File: config.mk
export PLATFORM = sky130hd
export DESIGN_NAME = qpe_back_flat
export DESIGN_NICKNAME = d
export VERILOG_FILES = /design/src/rtl/qpe_pkg.sv /design/src/rtl/qpe_channels_if.sv /design/src/rtl/qpe_back.sv /design/src/flat_wrapper.sv
export SDC_FILE = /design/constraint.sdc
export NUM_CORES = 1
export LEC_CHECK = 0
export ABC_AREA = 1
export CAP_MARGIN = 20
export CELL_PAD_IN_SITES_DETAIL_PLACEMENT = 0
export CELL_PAD_IN_SITES_GLOBAL_PLACEMENT = 2
export CORE_MARGIN = 4
export CORE_UTILIZATION = 23
export CTS_BUF_LIST = sky130_fd_sc_hd__clkbuf_8
export CTS_CLUSTER_SIZE = 16
export DETAILED_ROUTE_END_ITERATION = 8
export DONT_BUFFER_PORTS = 1
export PLACE_DENSITY_LB_ADDON = 0.1
export SETUP_SLACK_MARGIN = 0.15
export SLEW_MARGIN = 10
export SYNTH_ARGS = -nofsm -noshare
export SYNTH_HDL_FRONTEND = slang
export SYNTH_SLANG_ARGS = --single-unit
File: constraint.sdc
create_clock -name clock -period 0.9 [get_ports clock]
set_input_delay 0.09 -clock clock [delete_from_list [all_inputs] [get_ports clock]]
set_output_delay 0.09 -clock clock [all_outputs]
set_load 0.05 [all_outputs]
File: src/rtl/qpe_pkg.sv
// shared constants, types and helper functions of the query parameter decoder
// no dependencies; imported by the other files but the macros and the checker
`timescale 1ns / 1ps

package qpe_pkg;

   localparam int MAX_KEY_BYTES   = 8;
   localparam int RAW_VALUE_LIMIT = 1023;

   localparam int KEY_W   = 64;
   localparam int LEN_W   = 4;
   localparam int LIMIT_W = 16;
   localparam int POS_W   = $clog2(MAX_KEY_BYTES + 1);
   localparam int RAW_W   = $clog2(RAW_VALUE_LIMIT + 1);

   localparam logic [LIMIT_W-1:0] OUT_LIMIT_RESET = 16'd1024;

   // csr register indexes
   localparam int CSR_IDX_W = 2;
   typedef enum logic [CSR_IDX_W-1:0] {
      CSR_KEY_BYTES  = 2'd0,
      CSR_KEY_LENGTH = 2'd1,
      CSR_OUT_LIMIT  = 2'd2
   } csr_index_type;

   // characters
   localparam logic [7:0] CHAR_PCT   = 8'h25;
   localparam logic [7:0] CHAR_PLUS  = 8'h2B;
   localparam logic [7:0] CHAR_AMP   = 8'h26;
   localparam logic [7:0] CHAR_EQ    = 8'h3D;
   localparam logic [7:0] CHAR_SPACE = 8'h20;
   localparam logic [7:0] CHAR_0     = 8'h30;
   localparam logic [7:0] CHAR_9     = 8'h39;
   localparam logic [7:0] CHAR_UA    = 8'h41;
   localparam logic [7:0] CHAR_UF    = 8'h46;
   localparam logic [7:0] CHAR_LA    = 8'h61;
   localparam logic [7:0] CHAR_LF    = 8'h66;

   // one byte can cause at most three result bytes
   localparam int BURST_MAX   = 3;
   localparam int BURST_IDX_W = $clog2(BURST_MAX);
   localparam int BURST_CNT_W = $clog2(BURST_MAX + 1);

   // record queue between front and back
   localparam int QUEUE_DEPTH = 4;
   localparam int QPTR_W      = $clog2(QUEUE_DEPTH);
   localparam int QCNT_W      = $clog2(QUEUE_DEPTH + 1);

   // results caused by one query byte
   typedef struct packed {
      logic [BURST_MAX-1:0][7:0]  data;
      logic [BURST_CNT_W-1:0]     count;
      logic                       last;
      logic                       found;
   } burst_type;

   function automatic logic is_hex(input logic [7:0] c);
      return (c inside {[CHAR_0:CHAR_9], [CHAR_UA:CHAR_UF], [CHAR_LA:CHAR_LF]});
   endfunction

   function automatic logic [3:0] hex_value(input logic [7:0] c);
      logic [3:0] v;
      v = 4'd0;
      if (c inside {[CHAR_0:CHAR_9]}) begin
         v = c[3:0];
      end else if (c inside {[CHAR_UA:CHAR_UF], [CHAR_LA:CHAR_LF]}) begin
         v = c[3:0] + 4'd9;
      end
      return v;
   endfunction

endpackage

File: src/rtl/qpe_channels_if.sv


interface qpe_rsp_if;
   logic       valid;
   logic       ready;
   logic [7:0] value_byte;
   logic       has_byte;
   logic       key_found;
   logic       final_result;

   modport source (output valid, output value_byte, output has_byte, output key_found,
                   output final_result, input ready);
   modport sink   (input valid, input value_byte, input has_byte, input key_found,
                   input final_result, output ready);
   modport monitor (input valid, input value_byte, input has_byte, input key_found,
                    input final_result, input ready);
endinterface


File: src/rtl/qpe_back.sv
// back part: walks the head burst record and sends one result per transaction
// depends on qpe_pkg and qpe_channels_if
`timescale 1ns / 1ps

module qpe_back import qpe_pkg::*; (
   input  logic      clock,
   input  logic      reset,
   input  logic      head_valid,
   input  burst_type head_burst,
   output logic      pop,
   qpe_rsp_if.source rsp_chan
);

   logic [BURST_IDX_W-1:0] sub_ff, sub_in;
   logic                   empty_rec;
   logic                   at_last;
   logic                   is_final;
   logic                   sent;

   assign empty_rec = (head_burst.count == '0);
   assign at_last   = empty_rec ||
                      (BURST_CNT_W'(sub_ff) == head_burst.count - 1'b1);
   assign is_final  = at_last && head_burst.last;

   assign rsp_chan.valid        = head_valid;
   assign rsp_chan.value_byte   = empty_rec ? 8'd0 : head_burst.data[sub_ff];
   assign rsp_chan.has_byte     = !empty_rec;
   assign rsp_chan.final_result = is_final;
   assign rsp_chan.key_found    = is_final && head_burst.found;

   assign sent = rsp_chan.valid && rsp_chan.ready;
   assign pop  = sent && at_last;

   always_comb begin
      sub_in = sub_ff;
      if (sent) sub_in = at_last ? '0 : sub_ff + 1'b1;
   end

   always_ff @(posedge clock) begin
      if (reset) begin
         sub_ff <= '0;
      end else begin
         sub_ff <= sub_in;
      end
   end

endmodule

File: src/flat_wrapper.sv
// flat-port wrapper written by rule: the top's interface ports become plain ports
module qpe_back_flat import qpe_pkg::*;
  (clock, reset, head_valid, head_burst, pop, rsp_chan_valid, rsp_chan_value_byte, rsp_chan_has_byte, rsp_chan_key_found, rsp_chan_final_result, rsp_chan_ready);
  qpe_rsp_if rsp_chan_i ();
  input  logic clock;
  input  logic reset;
  input  logic head_valid;
  input  burst_type head_burst;
  output logic pop;
  output wire logic [$bits(rsp_chan_i.valid)-1:0] rsp_chan_valid;
  output wire logic [$bits(rsp_chan_i.value_byte)-1:0] rsp_chan_value_byte;
  output wire logic [$bits(rsp_chan_i.has_byte)-1:0] rsp_chan_has_byte;
  output wire logic [$bits(rsp_chan_i.key_found)-1:0] rsp_chan_key_found;
  output wire logic [$bits(rsp_chan_i.final_result)-1:0] rsp_chan_final_result;
  input wire logic [$bits(rsp_chan_i.ready)-1:0] rsp_chan_ready;
  assign rsp_chan_valid = rsp_chan_i.valid;
  assign rsp_chan_value_byte = rsp_chan_i.value_byte;
  assign rsp_chan_has_byte = rsp_chan_i.has_byte;
  assign rsp_chan_key_found = rsp_chan_i.key_found;
  assign rsp_chan_final_result = rsp_chan_i.final_result;
  assign rsp_chan_i.ready = rsp_chan_ready;
  qpe_back u_core (.clock(clock), .reset(reset), .head_valid(head_valid), .head_burst(head_burst), .pop(pop), .rsp_chan(rsp_chan_i));
endmodule
* After elaboration in Yosys (flattened, before gate mapping)
Cells that the tools add are included.
** Storage, ports and cells
- Register bits after elaboration :: 2
- Bits of input ports :: 32
- Output and inout bits :: 13
- Logic and storage cells :: 16
** Operators by class
- $add $sub $neg :: 2
- $lt $le $gt $ge :: 1
- Equality and inequality tests :: 1
- Muxes and demuxes :: 4
- Reduce and logical (&&, ||, !) cells :: 7
** Operator list (number)
- $bmux W8 S2 :: 1
- $mux W8 :: 2
- $logic_and A1 B1 Y1 :: 4
- $lt A2 B3 Y1 const B :: 1
- $add A2 B1 Y2 const B :: 1
- $eq A2 B2 Y1 :: 1
- $logic_not A2 Y1 :: 1
- $mux W2 :: 1
- $sub A2 B1 Y2 const B :: 1
- $logic_not A1 Y1 :: 1
- $logic_or A1 B1 Y1 :: 1

* Longest topological paths before layout
- Depth after elaboration :: 5
- Depth in mapped cells :: 10
- Depth with buffers taken out :: 10

* Least setup slack after synthesis
OpenSTA, ideal clock, no wires.
- Path kind :: flip-flop to output port
- Start point :: reg u_core.sub_ff[1]
- End point :: out rsp_chan_value_byte[0]
- Data arrival time :: 1.467 ns
- Required time :: 0.810 ns
- Setup slack :: -0.657 ns
- Cell stages (with the launch flop) :: 6
- Path buffers :: 1
- Cells stage by stage :: dfxtp_1 buf_6 inv_6 nor2_4 nand2_1 a21oi_1
** On the way
- Longest elaborated chain between the ends :: 3
** RTL lines
- from (decl) :: line qpe_back.sv:14 : logic [BURST_IDX_W-1:0] sub_ff, sub_in;
- from (signal assigned) :: line qpe_back.sv:43 : sub_ff <= sub_in;
- $bmux W8 S2 :: line qpe_back.sv:26 : assign rsp_chan.value_byte = empty_rec ? 8'd0 : head_burst.data[sub_ff];
- $mux W8 (implied by the code) :: line qpe_back.sv:26
- $mux W8 :: line qpe_back.sv:26
- to (decl) :: line flat_wrapper.sv:11 : output wire logic [$bits(rsp_chan_i.value_byte)-1:0] rsp_chan_value_byte;
No other way between the ends. The select of a mux whose other input is x is not followed.

* Final worst setup path
- Start point :: reg u_core.sub_ff[1]
- End point :: out rsp_chan_value_byte[3]
Same word-level chain as after synthesis.

==> results <==
- The run finished, with violations left.
- The final reports fail on setup timing.
- Counting every instance in the synthesized netlist gives approximately 80.
- Measured against its own limit, the worst slew margin works out to between 80 and 90%.
- The overflow left after global routing is 0.
- In the final layout, the share of cells above drive strength 1 is 66.7%.
- In the post-synthesis netlist, the biggest area contributors are nor2_1 (17%), nand2_1 (11%), a21oi_1 (9.3%), dfxtp_1 (9.3%), o21ai_1 (9.3%).
- The count of endpoints failing setup in the final report is 13.
- The initial cell density of the core is 24.7%.
- The worst path uses 152% of the clock period.
- In this run the horizontal extent of the chip is ~50 um.
- The detailed-placement wirelength estimate is 1180 um.
- The Yosys warning count is 0.
- The count of distinct cell types in the synthesized netlist is 17.
- The finished cells cover between 900 and 1000 um2.
- The maximum number of pins on one net before global-route repair is 9.
- The antenna violation net count after detailed routing is 0.
- Compared with the post-synthesis result, the final layout area differs by 125%.
- The number of port buffers is 0.
- The standby leakage power is 0.409 nW.
- The number of global-route vias before repair is between 500 and 600.
- Counting every sink on the clock net gives 2.
- The vertical die dimension is a little over 50 um.
- Multiplexer cells account for 0% of the synthesized area.
- The class of the most critical hold timing path is input pin to register.
- The total die area is approximately 2600 um2.
- The final instance count without filler cells is 124.
- The count of inserted antenna diode cells is 0.
- Once routing completed, OpenROAD measured the worst setup slack at -0.464 ns.
- The cell type contributing the most total cell area after synthesis is nor2_1.
- In this run the cell area measured after placement is 830 um2.
- TritonCTS built the clock tree.
- The share of power burned in registers is 8.4%.
- After floorplanning, the core was divided into 15 placement rows.
- The clock network is responsible for between 20% and 30% of the overall power.
- Setup repair after global routing could not meet its margin everywhere.
- The cell at the root of the clock tree is clkbuf_8.
- The post-synthesis simple-gate area fraction is 42.7%.
- The critical path in this run is classified as register to output port.
- The total length of routed wires is 1400 um.
- For this design the ratio of total power to cell area is 1330 nW/um2.
- The number of register bits inferred by synthesis is 2.
- The number of cells in the design after placement is 119.
- The total iterations of the first detailed-routing run is 3.
- The number of antenna violations at the first check in global routing is 0.
- The clock insertion delay at the later pin of the skew report is between 0.2 and 0.25 ns.
- STA classifies the critical path startpoint as a register.
- The weighted congestion reported at the end of routability-driven placement is approximately 0.7.
- The overall power consumption is 1.28 mW.
- The top cell type's share of synthesized area is 17.4%.
- The data arrival time of the worst path is 1.27 ns.
- The mean number of vias per cell is around 4.5.
- The post-detailed-route wirelength per cell is 11.3 um.
- Of the total synthesized cell area, the portion taken by full adders, half adders and majority gates is 2.91%.
- The first-pass GRT wire length is between 2000 and 2500 um.
- The register with the most flip-flops in the layout has 2 of them.
- The post-synthesis share of cell area spent on xor and xnor gates is 4.07%.
- Sequential cells were found to cover 9.30% of the synthesized design area.
- The register containing the most flip-flops in the final layout is u_core.sub_ff.
- Data on the critical path is required at its endpoint by between 0.8 and 0.9 ns.
- Summing the areas of all compound-gate instances in the mapped netlist gives 18.6% of the synthesized area.
- The largest registers in the layout are u_core.sub_ff x2.
- Of all nets on the critical path, the largest fanout is 4.
- IR analysis of the VDD net gives a maximum drop of 580 uV.
- The number of levels the H-tree was split into is 1.
- After synthesis, the mean cell area works out to 5.45 um2.
- The type of destination of the critical path is an output port.
- The core footprint is 1750 um2.
- When the netlist entered floorplanning its net count stood at roughly 110.
- The detailed router finished its first iteration with 4 violations.
- The clock skew after layout is around 0.00019 ns.
- The clock input transition at the sequential cells of the worst setup and hold paths is 0.03 ns.
- The upper clock frequency limit is 0.733 GHz.
- The DRC violation count after routing is 0.
- Summed over all failing endpoints, the final setup total negative slack is -5.00 ns.
- The number of CTS-inserted buffers is 3.
- In this run the count of I/O pins placed on the die edge is 45.
- The cell area that synthesis handed to floorplanning was 430 um2.
- At the pin with the least slew margin, the transition time is 0.251 ns.
- The maximum number of buffers from clock root to sink is 2.
- The smallest clock period supported by the final layout is computed as 1.36 ns.
- The number of pins with negative max-slew slack in the final report is 0.
- The net switching share of the total power is 40.7%.
- Per report_power, the combinational group accounts for 64.5% of the total.
- Across the run, the number of max-cap violations was 0.
- The total number of nets in the final design is 134.
- The overall track demand over capacity in global routing is 11.2%.
- The via count of the routed design is 555.
- The total internal power is roughly 760 uW.
- The switching power is around 520 uW.
- The main combinational cell family by area after synthesis is simple AND/OR/NAND/NOR gates.
- The count of endpoints failing hold in the final timing report is 0.
cell families after synthesis:
group | count (synthesis)
AO/OA/AOI/OAI | 16
XOR/XNOR | 2
adder cells (fa/ha/maj) | 1
buffers and inverters | 17
flip-flops | 2
AND/OR/NAND/NOR | 41
metrics by stage:
stage	setup WS (ns)	utilization, %	hold WS [ns]
after floorplan	-0.234	-	0.244
after global placement	-0.260	47.5	0.180
after detailed placement	-0.287	47.5	0.180
after CTS	-0.463	52.8	0.0430
after global routing	-0.566	55.4	0.0573
final	-0.464	55.4	0.0421
repair_timing:
item / 4_1_cts / 5_1_grt
endpoints found under the hold margin: 0 / 0
buffers inserted: 2 / 0
gates resized for setup: 13 / 12
pin swaps: 7 / 8
setup endpoints to repair: 13 / 13
hold buffers: 0 / 0
cell type report:
type | count | area, um2
Inverter | 12 | 61.3
Fill cell | 178 | 778
Timing Repair Buffer | 22 | 314
Tap cell | 25 | 31.3
Sequential cell | 2 | 47.5
Multi-Input combinational cell | 60 | 472
Clock buffer | 3 | 41.3
worst max-delay path, cell delays in order (launching register included):
cell and delay [ns]:
dfxtp_4 0.37, inv_6 0.05, nor2_4 0.14, buf_6 0.14, nand2_2 0.06, a21oi_4 0.16
buf_12 0.15
power groups by stage:
stage / logic (mW) / clock network, mW / registers (mW)
after floorplan: 0.524 / 0 / 0.101
after global placement: 0.798 / 0 / 0.109
after global routing: 0.871 / 0.363 / 0.110
after detailed placement: 0.798 / 0 / 0.110
after CTS: 0.811 / 0.358 / 0.106
final: 0.826 / 0.348 / 0.108
worst paths after layout:
check | slack, ns | cells past startpoint | start | endpoint
worst max-delay path | -0.46 | 6 | u_core.sub_ff[1] | rsp_chan_value_byte[3]
worst min-delay path | 0.04 | 3 | reset | u_core.sub_ff[1]
worst max register to register | -0.11 | 5 | u_core.sub_ff[0] | u_core.sub_ff[1]
worst min register to register | 0.69 | 4 | u_core.sub_ff[1] | u_core.sub_ff[1]
layout by cell type (no fill, tap or decap):
cell / instances
inv_1: 6
ha_4: 1
clkbuf_8: 3
inv_4: 1
inv_6: 2
nand2_1: 6
dfxtp_4: 2
inv_2: 2
a21oi_4: 8
and3_4: 1
clkinvlp_4: 1
buf_12: 11
nand2_2: 9
xor2_1: 2
nor2_2: 3
buf_4: 8
nor2_1: 15
o21ai_1: 4
nor2_4: 3
nand2_4: 4
o21ai_2: 4
buf_6: 3
per-layer routing:
layer / vias to the layer above / wire [um] / GRT usage [%]
met5: - / 0 / 0
met4: 0 / 24 / 6.55
met3: 4 / 137 / 2.92
met2: 27 / 726 / 19.5
met1: 240 / 506 / 12.0
li1: 284 / - / -
synthesized netlist by cell type (all sizes together):
library cell,instances
xor2,2
inv,12
and3,1
dfxtp,2
a21oi,8
ha,1
buf,5
o21ai,8
nor2,21
nand2,19
Power figures use the tool's default switching activity.
