## config.mk

```make
export PLATFORM = sky130hd
export DESIGN_NAME = qpe_queue
export DESIGN_NICKNAME = d
export VERILOG_FILES = /design/src/rtl/qpe_pkg.sv /design/src/rtl/qpe_queue.sv
export SDC_FILE = /design/constraint.sdc
export NUM_CORES = 1
export LEC_CHECK = 0
export ABC_CLOCK_PERIOD_IN_PS = 2800
export BUFFER_PORTS_ARGS = -buffer_cell sky130_fd_sc_hd__buf_4
export CAP_MARGIN = 25
export CORE_ASPECT_RATIO = 0.6
export CORE_MARGIN = 2
export CORE_UTILIZATION = 55
export DETAILED_ROUTE_END_ITERATION = 8
export HOLD_SLACK_MARGIN = 0.08
export MAX_ROUTING_LAYER = met4
export PLACE_DENSITY = 0.77
export SYNTH_ARGS = -nofsm -noshare
export SYNTH_HDL_FRONTEND = slang
export SYNTH_SLANG_ARGS = --single-unit
```

## constraint.sdc

```tcl
create_clock -name clock -period 2.8 [get_ports clock]
set_clock_uncertainty 0.05 [all_clocks]
set_input_delay 0.14 -clock clock [delete_from_list [all_inputs] [get_ports clock]]
set_output_delay 0.14 -clock clock [all_outputs]
set_load 0.01 [all_outputs]
```

## src/rtl/qpe_pkg.sv

```systemverilog
// shared constants, types and helper functions of the query parameter decoder
// no dependencies; imported by the other files but the macros and the checker
`timescale 1ns / 1ps

package qpe_pkg;

   localparam int MAX_KEY_BYTES   = 8;
   localparam int RAW_VALUE_LIMIT = 1023;

   localparam int KEY_W   = 64;
   localparam int LEN_W   = 4;
   localparam int LIMIT_W = 16;
   localparam int POS_W   = $clog2(MAX_KEY_BYTES + 1);
   localparam int RAW_W   = $clog2(RAW_VALUE_LIMIT + 1);

   localparam logic [LIMIT_W-1:0] OUT_LIMIT_RESET = 16'd1024;

   // csr register indexes
   localparam int CSR_IDX_W = 2;
   typedef enum logic [CSR_IDX_W-1:0] {
      CSR_KEY_BYTES  = 2'd0,
      CSR_KEY_LENGTH = 2'd1,
      CSR_OUT_LIMIT  = 2'd2
   } csr_index_type;

   // characters
   localparam logic [7:0] CHAR_PCT   = 8'h25;
   localparam logic [7:0] CHAR_PLUS  = 8'h2B;
   localparam logic [7:0] CHAR_AMP   = 8'h26;
   localparam logic [7:0] CHAR_EQ    = 8'h3D;
   localparam logic [7:0] CHAR_SPACE = 8'h20;
   localparam logic [7:0] CHAR_0     = 8'h30;
   localparam logic [7:0] CHAR_9     = 8'h39;
   localparam logic [7:0] CHAR_UA    = 8'h41;
   localparam logic [7:0] CHAR_UF    = 8'h46;
   localparam logic [7:0] CHAR_LA    = 8'h61;
   localparam logic [7:0] CHAR_LF    = 8'h66;

   // one byte can cause at most three result bytes
   localparam int BURST_MAX   = 3;
   localparam int BURST_IDX_W = $clog2(BURST_MAX);
   localparam int BURST_CNT_W = $clog2(BURST_MAX + 1);

   // record queue between front and back
   localparam int QUEUE_DEPTH = 4;
   localparam int QPTR_W      = $clog2(QUEUE_DEPTH);
   localparam int QCNT_W      = $clog2(QUEUE_DEPTH + 1);

   // results caused by one query byte
   typedef struct packed {
      logic [BURST_MAX-1:0][7:0]  data;
      logic [BURST_CNT_W-1:0]     count;
      logic                       last;
      logic                       found;
   } burst_type;

   function automatic logic is_hex(input logic [7:0] c);
      return (c inside {[CHAR_0:CHAR_9], [CHAR_UA:CHAR_UF], [CHAR_LA:CHAR_LF]});
   endfunction

   function automatic logic [3:0] hex_value(input logic [7:0] c);
      logic [3:0] v;
      v = 4'd0;
      if (c inside {[CHAR_0:CHAR_9]}) begin
         v = c[3:0];
      end else if (c inside {[CHAR_UA:CHAR_UF], [CHAR_LA:CHAR_LF]}) begin
         v = c[3:0] + 4'd9;
      end
      return v;
   endfunction

endpackage

```

## src/rtl/qpe_queue.sv

```systemverilog
// small register queue of burst records between the front and back parts
// depends on qpe_pkg
`timescale 1ns / 1ps

module qpe_queue import qpe_pkg::*; (
   input  logic      clock,
   input  logic      reset,
   input  logic      push_valid,
   input  burst_type push_burst,
   input  logic      pop,
   output logic      full,
   output logic      head_valid,
   output burst_type head_burst
);

   burst_type           entry_ff [QUEUE_DEPTH];
   logic [QPTR_W-1:0]   wr_ptr_ff, wr_ptr_in;
   logic [QPTR_W-1:0]   rd_ptr_ff, rd_ptr_in;
   logic [QCNT_W-1:0]   count_ff, count_in;
   logic                do_push;
   logic                do_pop;

   assign full       = (count_ff == QCNT_W'(QUEUE_DEPTH));
   assign head_valid = (count_ff != '0);
   assign head_burst = entry_ff[rd_ptr_ff];
   assign do_push    = push_valid && !full;
   assign do_pop     = pop && head_valid;

   always_comb begin
      wr_ptr_in = wr_ptr_ff;
      rd_ptr_in = rd_ptr_ff;
      count_in  = count_ff;
      if (do_push) begin
         wr_ptr_in = (wr_ptr_ff == QPTR_W'(QUEUE_DEPTH - 1)) ? '0 : wr_ptr_ff + 1'b1;
      end
      if (do_pop) begin
         rd_ptr_in = (rd_ptr_ff == QPTR_W'(QUEUE_DEPTH - 1)) ? '0 : rd_ptr_ff + 1'b1;
      end
      if (do_push && !do_pop) count_in = count_ff + 1'b1;
      else if (!do_push && do_pop) count_in = count_ff - 1'b1;
   end

   always_ff @(posedge clock) begin
      if (reset) begin
         wr_ptr_ff <= '0;
         rd_ptr_ff <= '0;
         count_ff  <= '0;
      end else begin
         wr_ptr_ff <= wr_ptr_in;
         rd_ptr_ff <= rd_ptr_in;
         count_ff  <= count_in;
      end
   end

   always_ff @(posedge clock) begin
      if (do_push) entry_ff[wr_ptr_ff] <= push_burst;
   end

endmodule

```

* After elaboration in Yosys (flattened, before gate mapping)
Memories as Yosys holds them, arrays and structs flattened. A register that Yosys moved wholly into a read port is not among the register bits.
Cells that the tools add are included.
** Word-level totals
- Output and inout port bits :: 30
- Memory bits (writable) :: 112
- Memories :: 1
- Logic and storage cells :: 28
- Flip-flop bits (word level) :: 7
** Memories
- entry_ff :: depth 4, width 28, rd ports 1, clocked after memory_dff 1, wr ports 1, line qpe_queue.sv:16 : burst_type entry_ff [QUEUE_DEPTH];
** Cells by class
- Equality and inequality tests :: 3
- Add/sub/neg operators :: 4
- Reductions and logical operators :: 9
- Mux-type cells :: 8
** Operators by type and width (number)
- $mux W2 :: 4
- $mux W3 :: 2
- $add A2 B1 Y2 const B :: 2
- $eq A2 B2 Y1 const B :: 2
- $logic_and A1 B1 Y1 :: 4
- $add A3 B1 Y3 const B :: 1
- $eq A3 B3 Y1 const B :: 1
- $logic_not A1 Y1 :: 3
- $reduce_bool A3 Y1 :: 1
- $sub A3 B1 Y3 const B :: 1
- $mux W1 :: 2
- $reduce_bool A2 Y1 :: 1

* Depth between registers and ports, before layout
Gate-level depths: netlist (run 1).
- Word-level depth :: 7
- Depth in mapped cells :: 10

* Worst setup path after synthesis (run 1)
OpenSTA, ideal clock, no wires.
- Path type :: flip-flop to flip-flop
- From :: register count_ff[0]
- To :: register count_ff[2]
- Path slack :: 0.670 ns
- Required time :: 2.680 ns
- Library setup time :: 0.070 ns
- Buffers on the path :: 1
- Cell stages (with the launch flop) :: 11
- Data arrival time :: 2.010 ns
- Cells stage by stage :: dfxtp_1 > or3b_1 > buf_6 > clkinv_4 > nor2_2 > ha_1 > inv_1 > fa_1 > xor2_1 > or3_1 > a21oi_1
** Between the ends
- Longest elaborated chain between the ends :: 6
- Elaborated cells between the ends (all ways) :: 14
** RTL lines
- from (decl) :: line qpe_queue.sv:19 : logic [QCNT_W-1:0] count_ff, count_in;
- from (signal assigned) :: line qpe_queue.sv:51 : count_ff <= count_in;
- $eq A3 B3 Y1 * :: line qpe_queue.sv:23 : assign full = (count_ff == QCNT_W'(QUEUE_DEPTH));
- via full :: line qpe_queue.sv:11 : output logic full,
- $logic_not A1 Y1 * :: line qpe_queue.sv:26 : assign do_push = push_valid && !full;
- $logic_and A1 B1 Y1 * :: line qpe_queue.sv:26
- via do_push :: line qpe_queue.sv:20 : logic do_push;
- $logic_not A1 Y1 :: line qpe_queue.sv:40 : else if (!do_push && do_pop) count_in = count_ff - 1'b1;
- $logic_and A1 B1 Y1 :: line qpe_queue.sv:40
- $reduce_bool A2 Y1 (no line)
The timed path passes the listed nets; every way through them passes the cells marked *. The select of a mux whose other input is x is not followed.
A chain may end at the register's enable or synchronous reset.

* Final worst setup path (run 1)
- From :: register count_ff[0]
- To :: register count_ff[2]
** Between the ends
- Longest elaborated chain between the ends :: 6
- Elaborated cells between the ends (all ways) :: 14
** RTL lines (line)
- $eq A3 B3 Y1 * :: qpe_queue.sv:23
- $logic_not A1 Y1 * :: qpe_queue.sv:26
- $logic_and A1 B1 Y1 * :: qpe_queue.sv:26
- via do_push :: qpe_queue.sv:20
- $logic_not A1 Y1 :: qpe_queue.sv:40
- $logic_and A1 B1 Y1 :: qpe_queue.sv:40
- $reduce_bool A2 Y1 (no line)
Marked as above.

==> results of run 1 <==
## path summary, 6_finish.rpt
path	endpoint	slack, ps	cells past startpoint
max	count_ff[2]	450	9
min	entry_ff[1][16]	420	2
min reg2reg	flop	440	2
max reg2reg	count_ff[2]	450	9
## routing by layer
metal,track usage,vias up,part of all wire
met1,0.2580,1152,0.45
met5,-,-,0
met2,0.3077,84,0.48
met4,0.06897,0,0.0074
met3,0.09586,7,0.067
li1,-,1037,-
## final cells by class
cell class	instances	share of cell area
Clock inverter	2	0.001670
Sequential cell	121	0.5914
Inverter	5	0.006263
Clock buffer	30	0.08935
Multi-Input combinational cell	62	0.1505
Timing Repair Buffer	100	0.1382
Tap cell	108	0.02255
## flip-flops by register name, indices dropped and copies added, names as in the netlist, named ones only
signal,cells
entry_ff,112
count_ff,3
rd_ptr_ff,2
wr_ptr_ff,2
## cells by family after synthesis
| kind of cell | Yosys count | synth area share |
|---|---|---|
| buffers and inverters | 13 | 0.02148 |
| XOR/XNOR | 2 | 0.003856 |
| AND/OR/NAND/NOR | 16 | 0.01955 |
| adder cells (fa/ha/maj) | 7 | 0.02093 |
| flip-flops | 121 | 0.7800 |
| AO/OA/AOI/OAI | 7 | 0.01101 |
| multiplexers | 30 | 0.1432 |
## stage by stage
stage	setup WS, ps	util	total power [mW]
floorplan	670.3	-	2.987
global placement	557.8	0.6466	3.416
detailed placement	455.0	0.6466	3.445
CTS	454.2	0.7543	5.459
global route	306.2	0.7543	5.618
finish	447.9	0.7543	5.400
## layout by cell type (no fill, tap or decap), drive strengths merged
cell type	synthesis	routed
inv	3	3
a21oi	3	3
clkinv	1	3
and3	4	4
or3b	1	1
o31ai	2	2
mux2i	2	2
o21ai	2	2
bufinv	1	1
nand2	1	1
mux4	28	28
ha	6	6
nor3	1	1
xor2	2	2
dfxtp	9	9
dlygate4sd3	0	31
nor2	4	4
nand3	2	2
clkbuf	2	30
buf	6	69
fa	1	1
or3	3	3
edfxtp	112	112
## worst reg2reg max path, cell delays in order, from the launching register on
cell and delay (ps):
dfxtp_1 430, or3b_1 330, clkinv_4 100, nor2_2 130, ha_1 200, inv_1 60, fa_1 380, xor2_1 170
or3_1 300, a21oi_1 130
## power breakdown
part / internal [mW] / leakage [nW] / switching, mW
clock network: 1.27 / 0.268 / 0.693
logic: 0.624 / 0.776 / 0.543
registers: 2.20 / 1.10 / 0.0713
==> results.toml, run 1 <==
[sta]
max_slew_margin = 0.5124
drv_slew = 0
rsz0062_at_grt = "no"
setup_viol = 0
hold_viol = 0
worstMarginPinSlew_ps = 731.4
tns_ps = 0
fmax_ghz = 0.4252
hold-worst-slack_ps = 419.8
fin_crit_ps = 2352
period_share = 0.8400

[die]
die_x_um = 121.3
rows = 25
dieArea_um2 = 9027
die_h_um = 74.40
core_area_um2 = 7945
initial_utilization = 0.5718
io_pins = 62

[setup_path]
r2r_start = "count_ff[0]"
worst-setup-path-type = "flop to flop"
path_buf_inv = 2
critPathArrivalTime_ps = 2640
end_kind = "flop"
crit_chain = "or3b_1 > clkinv_4 > nor2_2 > ha_1 > inv_1 > fa_1 > xor2_1 > or3_1 > a21oi_1"
required_ps = 3090
cp-start-kind = "flop"
cpPeakStageDelay_ps = 430
critical-path-slowest-cell = "dfxtp_1"
cp_max_fo = 7
path_delay_family = "simple AND/OR/NAND/NOR gates"
setup.worst_path.start = "count_ff[0]"

[clock_network]
cts_resized = 0
clock_path_buffers = 2
htree_levels = 4
numCtsBuffers = 17
clock_latency_ps = 410
ctsHoldBuffers = 31
clkTransAtPathRegs_ps = 50
post_cts.repair.setup_buffers = 0
root_buffer = "clkbuf_16"
clock_sinks = 121
cts_tree = "done"

[global_route]
antenna_found_initial = 0
grt_pass1_wl_um = 12390
grt_pass1_vias = 2287
overflow = 0
grtUsageTotal = 0.2075
grt_max_degree = 29

[layout]
area_growth_pct = 31.92
drive_gt1_frac = 0.3969
fin_area_um2 = 5993
nets = 346
fill_cells = 447
ff_latch_area_um2 = 3545
n_antenna_cell = 0
layout.cells.non_filler = 428
multi_input_comb_area_um2 = 902.1

[synthesis]
syn_nets = 235
syn_avg_cell_area_um2 = 23.18
synth_top_area_cell = "edfxtp_1"
ys_dominant_reg_cell = "edfxtp_1"
synth_sequential_area_ratio = 0.7800
synth_warnings = 0
synth-seq-cells = 121
synth_edf_count = 112
synthCells = 196
ys_types = 27
async_flop_share = 0
synthTopCellsByArea = "edfxtp_1, mux4_2, dfxtp_1"
synth_top_cells_by_count = "edfxtp_1, mux4_2, dfxtp_1"
mappedNetlistArea_um2 = 4543
synth_top_area_share = 0.7403
synth.most_common_cell = "edfxtp_1"

[place]
place_congestion = 0.7392
dp_cells = 365
portBuffers = 61
dpl_cell_area_um2 = 5137
hpwl_um = 4548

[route]
drcViolationCount = 0
wl_per_cell_um = 18.87
drt-total-wl_um = 8078
drt_iter0_markers = 239
vias_per_cell = 5.327
ant_nets = 0
vias = 2280
firstDrtPassIters = 5

[hold_path]
hold_start = "push_burst[16]"
hold_class = "input port to flop"

[power_and_ir_drop]
power_density_nw_per_um2 = 901.1
p_leak_nw = 2.145
ir_drop_mv = 0.5364

[run_status]
status = "finished clean"

[flow_run]
drv_cap = 0
Note: power is estimated with default switching activity, not from simulation.
==> inputs of run 2 (changes only) <==
ABC_CLOCK_PERIOD_IN_PS = 2400   (was 2800)
clock period = 2.4 ns   (was 2.8 ns; I/O delays follow)
==> results.toml, run 2 (synthesized netlist as in run 1, its figures left out) <==
[sta]
period_share = 0.9273
hold-worst-slack_ps = 411.4
setup_viol = 0
worstMarginPinSlew_ps = 657.2
max_slew_margin = 0.5619
fmax_ghz = 0.4493
drv_slew = 0
hold_viol = 0
rsz0062_at_grt = "no"
tns_ps = 0
fin_crit_ps = 2225

[route]
drt_iter0_markers = 127
firstDrtPassIters = 4
drcViolationCount = 0
drt-total-wl_um = 7991
vias = 2271
wl_per_cell_um = 18.58
vias_per_cell = 5.281
ant_nets = 0

[layout]
top_regs = "entry_ff x112, count_ff x3"
final_cell_mix = "edfxtp_1, buf_4, dlygate4sd3_1"
area_growth_pct = 33.41
fin_area_um2 = 6061
fill_cells = 462
fin_util = 0.7628
largest_reg_flops = 112
final_common_cell = "edfxtp_1"
drive_gt1_frac = 0.4068
nets = 348
n_antenna_cell = 0
largest_register = "entry_ff"

[hold_path]
hold_class = "input port to flop"

[clock_network]
clock_path_buffers = 2
clkTransAtPathRegs_ps = 50
htree_levels = 4
numCtsBuffers = 17
root_buffer = "clkbuf_16"
cts_tree = "done"
clock_latency_ps = 400
clock_sinks = 121
post_cts.repair.setup_buffers = 0

[global_route]
overflow = 0
grt_pass1_vias = 2488
grt_pass1_wl_um = 12560
antenna_found_initial = 0
grt_max_degree = 29
grtUsageTotal = 0.2087

[power_and_ir_drop]
total_power_mw = 6.457
power_density_nw_per_um2 = 1065
ir_drop_mv = 1.104
p_leak_nw = 2.179

[setup_path]
critical-path-slowest-cell = "dfxtp_1"
cp_max_fo = 7
crit_chain = "or3b_4 > clkinv_4 > nor2_2 > ha_1 > inv_1 > fa_1 > xor2_1 > or3_1 > a21oi_1"
cp-start-kind = "flop"
end_kind = "flop"
path_delay_family = "simple AND/OR/NAND/NOR gates"
cpPeakStageDelay_ps = 420
critPathArrivalTime_ps = 2500
worst-setup-path-type = "flop to flop"
path_buf_inv = 2
required_ps = 2680

[place]
dpl_cell_area_um2 = 5170
portBuffers = 61
hpwl_um = 4783
place_congestion = 0.7205

[die]
die_h_um = 74.40
io_pins = 62
die_x_um = 121.3
rows = 25
initial_utilization = 0.5718
dieArea_um2 = 9027
core_area_um2 = 7945

[run_status]
status = "finished clean"

[flow_run]
drv_cap = 0
==> run 2: cell types whose count changed in the layout (fill, tap and decap cells not counted), sizes merged <==
cell | previous run | this run
bufinv | 1 | 4
clkinv | 3 | 11
clkbuf | 30 | 19
buf | 69 | 70
dlygate4sd3 | 31 | 32
==> run 2: cell type report <==
class,instances,area (µm²),share of cell area
Clock inverter,13,133.9,0.02209
Multi-Input combinational cell,62,904.6,0.1493
Inverter,5,37.54,0.006193
Clock buffer,19,432.9,0.07143
Tap cell,108,135.1,0.02230
Timing Repair Buffer,102,870.8,0.1437
Sequential cell,121,3546,0.5851
==> run 2: worst register-to-register path, stage by stage (launching register included) <==
cell	delay, ps
dfxtp_1	420
or3b_4	230
clkinv_4	70
nor2_2	120
ha_1	200
inv_1	60
fa_1	370
xor2_1	170
or3_1	300
a21oi_1	160
==> run 2: path summary, 6_finish.rpt <==
path                       start              end  slack, ps  depth (start not counted)
hold reg to reg     rd_ptr_ff[0]             flop        440                          2
setup / recovery     count_ff[1]      count_ff[2]        170                          9
setup reg to reg     count_ff[1]      count_ff[2]        170                          9
hold / removal    push_burst[20]  entry_ff[0][20]        410                          2
==> run 2: layer usage <==
metal	vias up	share of wire	track usage
met3	7	0.070	0.09202
met1	1148	0.44	0.2530
met4	0	0.0048	0.05875
met5	-	0	-
met2	81	0.49	0.3258
li1	1035	-	-
==> run 2: what timing repair did <==
| action | 4_1_cts | 5_1_grt |
|---|---|---|
| resized for setup | 0 | 2 |
| endpoints found under the setup margin | 0 | 1 |
| hold buffers | 32 | 0 |
| endpoints found under the hold margin | 121 | 0 |
==> run 2: power breakdown <==
group,total (mW),switching [mW],internal [mW]
clock,2.41,0.810,1.60
combinational,1.39,0.628,0.759
sequential,2.66,0.0995,2.56
==> run 2: per-stage QoR <==
stage          std cells  worst slack (ps)
2_1_floorplan        196             270.3
3_3_place_gp         366             165.4
3_5_place_dp         366             36.95
4_1_cts              430             17.19
5_1_grt              430             28.56
6_report             430             174.5
==> inputs of run 3 (changes only) <==
SETUP_SLACK_MARGIN = 0.4   (was default)
TNS_END_PERCENT = 5   (was default)
==> results.toml, run 3 (synthesized netlist as in run 1, its figures left out) <==
[run_status]
status = "finished clean"

[setup_path]
rrSetupSlack_ps = 330
path_delay_family = "simple AND/OR/NAND/NOR gates"
end_kind = "flop"
crit_chain = "or3b_4 > clkinv_4 > nor2_4 > ha_2 > inv_1 > fa_2 > xor2_1 > or3_1 > a21oi_2"
r2r_start = "count_ff[2]"
required_ps = 2690
worst-setup-path-type = "flop to flop"
cpPeakStageDelay_ps = 360
reg2reg_to = "count_ff[2]"
critical-path-slowest-cell = "dfxtp_4"
path_buf_inv = 2
critPathArrivalTime_ps = 2360
cp_max_fo = 5
cp-start-kind = "flop"
rr_worst_depth = 9

[layout]
area_growth_pct = 35.78
nets = 351
drive_gt1_frac = 0.4462
ff_latch_area_um2 = 3553
final_cell_mix = "edfxtp_1, buf_4, dlygate4sd3_1"
top_regs = "entry_ff x112, count_ff x3"
final_common_cell = "edfxtp_1"
fin_area_um2 = 6168
largest_reg_flops = 112
multi_input_comb_area_um2 = 927.1
n_antenna_cell = 0
fill_cells = 428
fin_util = 0.7764
largest_register = "entry_ff"

[global_route]
antenna_found_initial = 0
grt_pass1_vias = 2427
grt_max_degree = 29
grtUsageTotal = 0.2214
overflow = 0
grt_pass1_wl_um = 13160

[sta]
rsz0062_at_grt = "yes"
hold_viol = 0
max_slew_margin = 0.7188
fin_crit_ps = 2067
hold-worst-slack_ps = 397.3
fmax_ghz = 0.4838
setup_viol = 0
period_share = 0.8612
tns_ps = 0
drv_slew = 0
worstMarginPinSlew_ps = 421.9

[route]
wl_per_cell_um = 20.28
drcViolationCount = 0
firstDrtPassIters = 4
ant_nets = 0
vias = 2348
drt_iter0_markers = 150
drt-total-wl_um = 8782
vias_per_cell = 5.423

[flow_run]
drv_cap = 0

[die]
die_x_um = 121.3
io_pins = 62
initial_utilization = 0.5718
die_h_um = 74.40
rows = 25
core_area_um2 = 7945
dieArea_um2 = 9027

[place]
portBuffers = 61
hpwl_um = 4845
dpl_cell_area_um2 = 5167
place_congestion = 0.7605

[clock_network]
htree_levels = 4
clock_sinks = 121
numCtsBuffers = 17
cts_tree = "done"
clkTransAtPathRegs_ps = 60
clock_path_buffers = 2
root_buffer = "clkbuf_16"
clock_latency_ps = 410

[hold_path]
hold_start = "push_burst[16]"
hold_depth = 2
hold_end = "entry_ff[2][16]"
hold_class = "input port to flop"

[power_and_ir_drop]
ir_drop_mv = 0.7533
p_leak_nw = 2.211
total_power_mw = 6.828
power_density_nw_per_um2 = 1107
run 3: changes by cell type in the layout (fill, tap and decap cells not counted), sizes merged:
cell / previous run / this run
dlygate4sd3: 32 / 31
inv: 3 / 4
clkinvlp: 0 / 3
bufinv: 4 / 6
clkinv: 11 / 7
buf: 70 / 74
clkbuf: 19 / 17
run 3: worst max-delay path by stage:
stage,cells past startpoint,start,slack (ps),endpoint
final,9,count_ff[2],330,count_ff[2]
after global placement,9,count_ff[2],320,count_ff[2]
after detailed placement,9,count_ff[2],220,count_ff[2]
after floorplan,10,count_ff[2],400,count_ff[2]
after CTS,9,count_ff[2],360,count_ff[2]
after global routing,9,count_ff[2],270,count_ff[2]
run 3: metal layers:
metal / track usage / part of all wire / up-vias
li1: - / - / 1049
met1: 0.2547 / 0.42 / 1199
met2: 0.3571 / 0.50 / 81
met3: 0.06902 / 0.054 / 19
met4: 0.1188 / 0.025 / 0
met5: - / 0 / -
run 3: layout make-up:
type,count,share of cell area
flip-flops and latches,121,0.5761
multi-input cells,62,0.1503
repair buffers,105,0.1404
clock buffers,17,0.06897
clock inverters,15,0.03631
well taps,108,0.02191
inverters,5,0.006085
run 3: metrics by stage:
step,cells,setup WS [ps]
floorplan,196,401.1
CTS,433,364.0
detailed placement,367,220.7
global placement,367,315.2
global route,433,268.8
finish,433,333.0
run 3: repair_timing:
item | in CTS | in global routing
cloned | 0 | 0
pin swaps | 4 | 0
hold buffers | 31 | 0
buffers inserted | 3 | 0
resized for setup | 4 | 1
endpoints found under the hold margin | 121 | 0
endpoints found under the setup margin | 3 | 7
run 3: power by group:
part	leakage [nW]	internal, mW	switching, mW
combinational	0.804	0.761	0.660
clock	0.305	1.84	0.901
sequential	1.10	2.57	0.0993
